`src/rtl/mpq_pkg.sv`:
```
// ----------------------------------------------------------------------------
// mpq_pkg
// Shared types and defaults of the min-priority message queue.
// ----------------------------------------------------------------------------
`timescale 1ns / 1ps
`default_nettype none

package mpq_pkg;

	localparam int CAPACITY_DEF   = 64;
	localparam int NAME_BYTES_DEF = 10;

	localparam int PRIO_W = 31;
	localparam int NAME_W = 64;
	localparam int TAIL_W = 16;

	// Request codes on the input channel
	localparam logic ACT_PUT = 1'b0;
	localparam logic ACT_GET = 1'b1;

	// One stored message
	typedef struct packed {
		logic [PRIO_W-1:0] prio;
		logic [NAME_W-1:0] name;
		logic [TAIL_W-1:0] tail;
	} entry_t;

	// Port enables of the entry store
	typedef struct packed {
		logic wr_en;
		logic rd_en;
	} mem_ctl_t;

endpackage

`default_nettype wire

```
`src/rtl/mpq_ctrl.sv`:
```
// ----------------------------------------------------------------------------
// mpq_ctrl
// Sequencer of the queue: insertion walk for put, head removal and shift for
// get, one entry through the shared priority comparator each cycle.
// ----------------------------------------------------------------------------
`timescale 1ns / 1ps
`default_nettype none

module mpq_ctrl #(
	parameter int CAPACITY = mpq_pkg::CAPACITY_DEF
) (
	input  wire logic                        clk,
	input  wire logic                        arst_n,
	// request channel
	input  wire logic                        in_valid,
	output logic                             in_stall,
	input  wire logic                        action,
	input  wire mpq_pkg::entry_t             new_entry,
	// entry store
	output mpq_pkg::mem_ctl_t                mem_ctl,
	output logic [$clog2(CAPACITY)-1:0]      waddr,
	output mpq_pkg::entry_t                  wdata,
	output logic [$clog2(CAPACITY)-1:0]      raddr,
	input  wire mpq_pkg::entry_t             rdata,
	// result channel
	output logic                             out_valid,
	input  wire logic                        out_stall,
	output logic                             queue_empty,
	output mpq_pkg::entry_t                  out_entry
);
	import mpq_pkg::*;

	localparam int AW = $clog2(CAPACITY);
	localparam int CW = $clog2(CAPACITY + 1);
	localparam logic [CW-1:0] CAP_C = CW'(CAPACITY);

	typedef enum logic [4:0] {
		S_IDLE   = 5'b00001,
		S_PCMP   = 5'b00010,
		S_PWR    = 5'b00100,
		S_GHEAD  = 5'b01000,
		S_GSHIFT = 5'b10000
	} state_t;

	state_t        state_q, state_d;
	logic [CW-1:0] cnt_q, cnt_d;
	logic [CW-1:0] idx_q, idx_d;
	logic [CW-1:0] idx_dec;
	entry_t        new_q, new_d;
	logic          out_valid_q, out_valid_d;
	logic          out_empty_q, out_empty_d;
	entry_t        out_entry_q, out_entry_d;
	logic          accept;
	logic          greater;

	assign in_stall = (state_q != S_IDLE) || (out_valid_q && out_stall);
	assign accept   = in_valid && !in_stall;

	// Shared comparator: stored entry goes behind the new one only when larger
	assign greater = rdata.prio > new_q.prio;
	assign idx_dec = idx_q - 1'b1;

	// Sequencer
	always_comb begin
		state_d     = state_q;
		cnt_d       = cnt_q;
		idx_d       = idx_q;
		new_d       = new_q;
		out_valid_d = out_valid_q && out_stall;
		out_empty_d = out_empty_q;
		out_entry_d = out_entry_q;
		mem_ctl     = '0;
		waddr       = '0;
		wdata       = rdata;
		raddr       = '0;

		unique case (state_q)
			S_IDLE: begin
				if (accept) begin
					if (action == ACT_PUT) begin
						new_d = new_entry;
						if (cnt_q == '0) begin
							mem_ctl.wr_en = 1'b1;
							wdata         = new_entry;
							cnt_d         = CW'(1);
						end else begin
							// walk back from the tail; a full queue starts past the end
							mem_ctl.rd_en = 1'b1;
							raddr         = AW'(cnt_q - 1'b1);
							idx_d         = cnt_q;
							state_d       = S_PCMP;
						end
					end else if (cnt_q == '0) begin
						out_valid_d = 1'b1;
						out_empty_d = 1'b1;
						out_entry_d = '0;
					end else begin
						mem_ctl.rd_en = 1'b1;
						raddr         = '0;
						state_d       = S_GHEAD;
					end
				end
			end
			S_PCMP: begin
				if (greater) begin
					// move the larger entry one slot back, drop it past the end
					mem_ctl.wr_en = idx_q < CAP_C;
					waddr         = AW'(idx_q);
					wdata         = rdata;
					idx_d         = idx_dec;
					if (idx_dec == '0) begin
						state_d = S_PWR;
					end else begin
						mem_ctl.rd_en = 1'b1;
						raddr         = AW'(idx_q - 2'd2);
					end
				end else begin
					// place the new entry; past the end it is dropped
					mem_ctl.wr_en = idx_q < CAP_C;
					waddr         = AW'(idx_q);
					wdata         = new_q;
					if (cnt_q < CAP_C) begin
						cnt_d = cnt_q + 1'b1;
					end
					state_d = S_IDLE;
				end
			end
			S_PWR: begin
				mem_ctl.wr_en = 1'b1;
				waddr         = '0;
				wdata         = new_q;
				if (cnt_q < CAP_C) begin
					cnt_d = cnt_q + 1'b1;
				end
				state_d = S_IDLE;
			end
			S_GHEAD: begin
				out_valid_d = 1'b1;
				out_empty_d = 1'b0;
				out_entry_d = rdata;
				if (cnt_q == CW'(1)) begin
					cnt_d   = '0;
					state_d = S_IDLE;
				end else begin
					mem_ctl.rd_en = 1'b1;
					raddr         = AW'(1);
					idx_d         = CW'(1);
					state_d       = S_GSHIFT;
				end
			end
			S_GSHIFT: begin
				// advance each entry one slot toward the head
				mem_ctl.wr_en = 1'b1;
				waddr         = AW'(idx_dec);
				wdata         = rdata;
				if ((idx_q + 1'b1) < cnt_q) begin
					mem_ctl.rd_en = 1'b1;
					raddr         = AW'(idx_q + 1'b1);
					idx_d         = idx_q + 1'b1;
				end else begin
					cnt_d   = cnt_q - 1'b1;
					state_d = S_IDLE;
				end
			end
			default: begin
				state_d = S_IDLE;
			end
		endcase
	end

	// Control state
	always_ff @(posedge clk or negedge arst_n) begin
		if (!arst_n) begin
			state_q     <= S_IDLE;
			cnt_q       <= '0;
			idx_q       <= '0;
			out_valid_q <= 1'b0;
		end else begin
			state_q     <= state_d;
			cnt_q       <= cnt_d;
			idx_q       <= idx_d;
			out_valid_q <= out_valid_d;
		end
	end

	// Payload holding registers
	always_ff @(posedge clk) begin
		new_q       <= new_d;
		out_empty_q <= out_empty_d;
		out_entry_q <= out_entry_d;
	end

	assign out_valid   = out_valid_q;
	assign queue_empty = out_empty_q;
	assign out_entry   = out_entry_q;

endmodule

`default_nettype wire

```
`config.mk`:
```
export PLATFORM = sky130hd
export DESIGN_NAME = mpq_ctrl
export DESIGN_NICKNAME = d
export VERILOG_FILES = /design/src/rtl/mpq_pkg.sv /design/src/rtl/mpq_ctrl.sv
export SDC_FILE = /design/constraint.sdc
export NUM_CORES = 1
export LEC_CHECK = 0
export BUFFER_PORTS_ARGS = -buffer_cell sky130_fd_sc_hd__buf_4
export CORE_AREA = 2 2 183 185
export CTS_CLUSTER_SIZE = 14
export DETAILED_ROUTE_END_ITERATION = 8
export DIE_AREA = 0 0 185 187
export GPL_TIMING_DRIVEN = 1
export HOLD_SLACK_MARGIN = 0.03
export MAX_ROUTING_LAYER = met4
export PLACE_DENSITY = 0.65
export SETUP_SLACK_MARGIN = 0.4
export SYNTH_ARGS = -nofsm -noshare
export SYNTH_HDL_FRONTEND = slang
export SYNTH_SLANG_ARGS = --single-unit
```
`constraint.sdc`:
```
create_clock -name clk -period 14.3 [get_ports clk]
set_input_delay 2.145 -clock clk [delete_from_list [all_inputs] [get_ports clk]]
set_output_delay 2.145 -clock clk [all_outputs]
set_load 0.01 [all_outputs]
```
### Word level (Yosys, flattened, before mapping)

Index checks and enable logic that the tools add are counted.

* flip-flop bits (word level): 243
* input bits: 227
* output and inout bits: 239
* logic and storage cells: 115

* add/subtract/negate cells: 5
* $lt $le $gt $ge: 4
* equality and inequality tests: 19
* mux-type cells: 60
* bitwise logic cells: 1
* reduce and logical (&&, ||, !) cells: 15

Operator list (count)
* two-way mux 111 bit: 7
* case mux 111 bit (3 select lines): 1
* case mux 111 bit (2 select lines): 1
* two-way mux 7 bit: 13
* two-way mux 5 bit: 8
* two-way mux 6 bit: 6
* case mux 7 bit (5 select lines): 1
* greater-than comparator 31 bit: 1
* case mux 7 bit (4 select lines): 1
* case mux 6 bit (4 select lines): 1
* != test 2 bit (second input constant): 11
* case mux 5 bit (4 select lines): 1
* adder 7 x 1 -> 7 bit (second input constant): 2
* zero test 7 bit: 2
* less-than comparator 7 bit (second input constant): 2
* two-way mux 1 bit: 14
* AND reduction 7 bit: 2
* subtractor 7 x 1 -> 7 bit (second input constant): 2
* case mux 6 bit (2 select lines): 1
* AND reduction 4 bit: 2
* equality test 7 x 1 -> 1 bit (second input constant): 1
* less-than comparator 7 bit: 1
* subtractor 6 x 2 -> 6 bit (second input constant): 1
* equality test 5 x 1 -> 1 bit (second input constant): 1
* other kinds (19): 21

### Logic depth before layout (Yosys ltp)

* depth in word-level cells: 6
* depth in mapped cells: 12
* gate-level depth less buffers: 12

### Worst setup path after synthesis

Ideal clock, no wire load.

* path kind: in2reg
* start: input out_stall
* end: register out_entry_q, in the netlist out_entry[0] (enable)
* setup time: 748 ps
* arrival: 10661 ps
* data required time: 13552 ps
* slack: 2891 ps
* stages: 3
* path buffers: 0
* cells stage by stage: nand2_1 nand4_2 o31ai_1

* word-level cells in the longest chain between the ends: 6

RTL lines
* start, declared: RTL line mpq_ctrl.sv:27 `input wire logic out_stall,`
* logical AND 1 bit: RTL line mpq_ctrl.sv:56 `assign in_stall = (state_q != S_IDLE) || (out_valid_q && out_stall);`
* logical OR 1 bit: RTL line mpq_ctrl.sv:56
* zero test 1 bit: RTL line mpq_ctrl.sv:57 `assign accept = in_valid && !in_stall;`
* logical AND 1 bit: RTL line mpq_ctrl.sv:57
* != test 2 bit (no line)
* AND reduction 4 bit (no line)
* end signal, assigned: RTL line mpq_ctrl.sv:190 `out_entry_q <= out_entry_d;`
* end, declared: RTL line mpq_ctrl.sv:52 `entry_t out_entry_q, out_entry_d;`

No other way between the ends.
A chain may end at the register's enable or synchronous reset.

==> impl_metrics.csv <==
group,metric,value,unit
synth,yosysWarnings,0,
critical_path,path_class,"in -> out",
power_and_ir_drop,cellPowerDensity,156,nW/um^2
grt,antenna_found_initial,0,
grt,grt_usage,24.2,%
drt,drt_pass1_iterations,5,
finish,fin_nets,1777,
power_and_ir_drop,ir_worst_vdd,120,uV
critical_path,critPathTopFamily,"buffers and inverters",
drt,drtIter0Drc,640,
timing,max_freq,129,MHz
die,row_count,67,
synth,seq_area_frac_synth,56.6,%
synth,synth.avg_cell_area,11.9,um^2
synth,synthArstFlopShare,8.23,%
placement,portBuffers,465,
timing,grt_setup_unrepaired,"no",
timing,post-route-period-util,54.0,%
critical_path,cp_slowest_cell,"buf_4",
die,die_area,34600,um^2
synth,ys.flop_type,"edfxtp_1",
power_and_ir_drop,p_leak,7.38,nW
outcome,outcome,"finished clean",
clock_tree,clkLatencyLatePin,0.56,ns
clock_tree,ctsHoldBuffers,0,
synth,syn_area,12700,um^2
clock_tree,cts_tree,"built",
placement,routabilityCongestion,0.917,
drt,drc,0,
grt,grt_pass1_vias,10200,
critical_path,slowest_delay,0.75,ns
timing,period_needed,7.72,ns
die,die_w,185,um
timing,hold-worst-slack,0.550,ns
grt,grt_pass1_wl,62500,um
die,die_y,187,um
timing,hold_viol,0,
synth,syn_nets,1343,
timing,worst_slew_pin_slew,1.08,ns
finish,areaGrowthSynthToFinish,36.2,%
placement,hpwl,30200,um
critical_path,cp-end-kind,"primary output",
timing,slew_headroom,28.2,%
drt,wl,42500,um
critical_path,cp_cell_sequence,"buf_4, ha_1, a211oi_1, o21ai_0, a211oi_1, nand4_1, a21o_1, nand2_4, buf_4, mux2_2, buf_4",
clock_tree,cts.sinks,243,
synth,ys_ff_latch,243,
drt,vias,10400,
grt,grt_max_degree,99,
clock_tree,post_cts_resized,0,
die,ios,466,
clock_tree,clock_tree.buffer_depth,3,
critical_path,start_kind,"primary input",
critical_path,worstPathRequired,12.15,ns
finish,drive_gt1_share,36.9,%
critical_path,crit_arrival,5.58,ns
timing,setup_tns,0,ns
run,cap_viol_max_count,0,
die,coreArea,32900,um^2
critical_path,cp_max_fo,60,
timing,fin_skew,0.0176,ns
finish,nFillCells,2919,
clock_tree,cts_buffers,27,
finish,insertedDiodeCount,0,
hold_path,hp-class,"reg -> reg",
clock_tree,clk_pin_slew,0.06,ns
drt,avgRoutedWirePerCell,21.6,um
synth,synth_edf_count,223,
die,start_util,38.7,%
timing,setup_viol,0,
synth,syn_inst,1069,
clock_tree,htreeDepth,1,
clock_tree,cts-root-buf,"clkbuf_16",
critical_path,crit_buf_inv,3,
critical_path,cp_common_cell,"buf_4",
clock_tree,post_cts_buffers,0,
grt,gr-total-overflow,0,
drt,avgViaCountPerCell,5.28,
finish,final_core_util,52.7,%
drt,final_antenna_net_count,0,
timing,drv_slew,0,
synth,ys_types,69,
==> cell usage after synthesis (all sizes together) (3+ instances only) <==
master,number,area (um^2)
nor2,24,90.1
clkbuf,37,140
mux2i,18,180
o221ai,6,52.6
a21o,25,188
a31oi,3,18.8
dfrtp,19,475
a211oi,6,45.0
nand3b,3,22.5
and2,172,1080
nand3,13,75.1
nand2,92,345
o21a,3,22.5
nand4,11,75.1
o21ai,46,230
xnor2,12,105
mux2,24,289
nor3,14,86.3
o31ai,4,30.0
nor4,4,46.3
inv,43,161
and3,5,31.3
o22ai,6,37.5
edfxtp,223,6700
a221o,65,651
a21oi,69,353
buf,34,225
ha,47,588
xor2,6,52.6
==> cells by family after synthesis <==
group	share of synthesized area [%]
XOR/XNOR	1.24
AO/OA/AOI/OAI	14.3
adder cells (fa/ha/maj)	4.63
AND/OR/NAND/NOR	15.4
buffers and inverters	4.17
multiplexers	3.69
flip-flops	56.6
==> cell type report <==
class / count / area (um^2) / share of cell area, %
inverter: 44 / 165 / 0.954
clock inverter: 14 / 86.3 / 0.499
clock buffer: 32 / 694 / 4.01
sequential: 243 / 7200 / 41.6
tap: 448 / 561 / 3.24
timing repair buffer: 476 / 3570 / 20.6
multi-input combinational: 711 / 5030 / 29.1
==> power by group <==
group	internal (W)	leakage (nW)	switching [W]	total [W]
Sequential	0.000941	2.34	0.0000814	0.00102
Combinational	0.000457	4.65	0.000580	0.00104
Clock	0.000346	0.386	0.000292	0.000638
Total	0.00174	7.38	0.000954	0.00270
==> routing by layer <==
metal / GRT usage [%] / up-vias / share of wire [%]
li1: - / 4829 / -
met1: 29.9 / 5100 / 40
met2: 41.1 / 408 / 50
met3: 4.19 / 62 / 7.3
met4: 5.83 / 0 / 2.2
met5: - / - / 0
==> stage by stage <==
step	instance area (um^2)	total power, W	setup slack, ns	std cells
2_1_floorplan	12700	0.00164	2.89	1069
3_3_place_gp	16500	0.00206	6.56	1922
3_5_place_dp	16500	0.00207	6.54	1922
4_1_cts	17300	0.00272	6.53	1968
5_1_grt	17300	0.00283	6.36	1968
6_report	17300	0.00270	6.58	1968
==> sequential cells by signal (all words and copies together) (netlist names) <==
signal and cells:
new_q 111, state_q 5, idx_q 7, queue_empty 1, out_valid 1, cnt_q 7, out_entry 111
==> tightest hold or removal path, stage by stage, from the launching register on <==
cell and delay [ns]:
dfrtp_1 0.34, nand2_1 0.10, nand3_1 0.08
==> layout by cell type, fill, tap and decap left out, drive strengths merged, types with 3 or more instances in the layout <==
master,n
a211oi,6
a21o,25
a21oi,69
a221o,65
a31oi,3
and2,172
and3,5
buf,476
clkbuf,32
clkinv,13
dfrtp,19
edfxtp,223
ha,47
inv,44
mux2,24
mux2i,18
nand2,92
nand3,13
nand3b,3
nand4,11
nor2,24
nor3,14
nor4,4
o21a,3
o21ai,46
o221ai,6
o22ai,6
o31ai,4
xnor2,12
xor2,6
==> path summary, 6_finish.rpt <==
check,startpoint,to,slack (ns),cells after the start
min reg2reg,out_valid,out_valid,0.55,2
max,rdata[88],wdata[79],6.58,11
min in group asynchronous,arst_n,state_q[4],1.47,1
min,out_valid,out_valid,0.55,2
max reg2reg,state_q[2],out_entry[9],9.87,6
max in group asynchronous,arst_n,state_q[0],12.54,1
No activity file was read; power rests on OpenSTA's default activity.
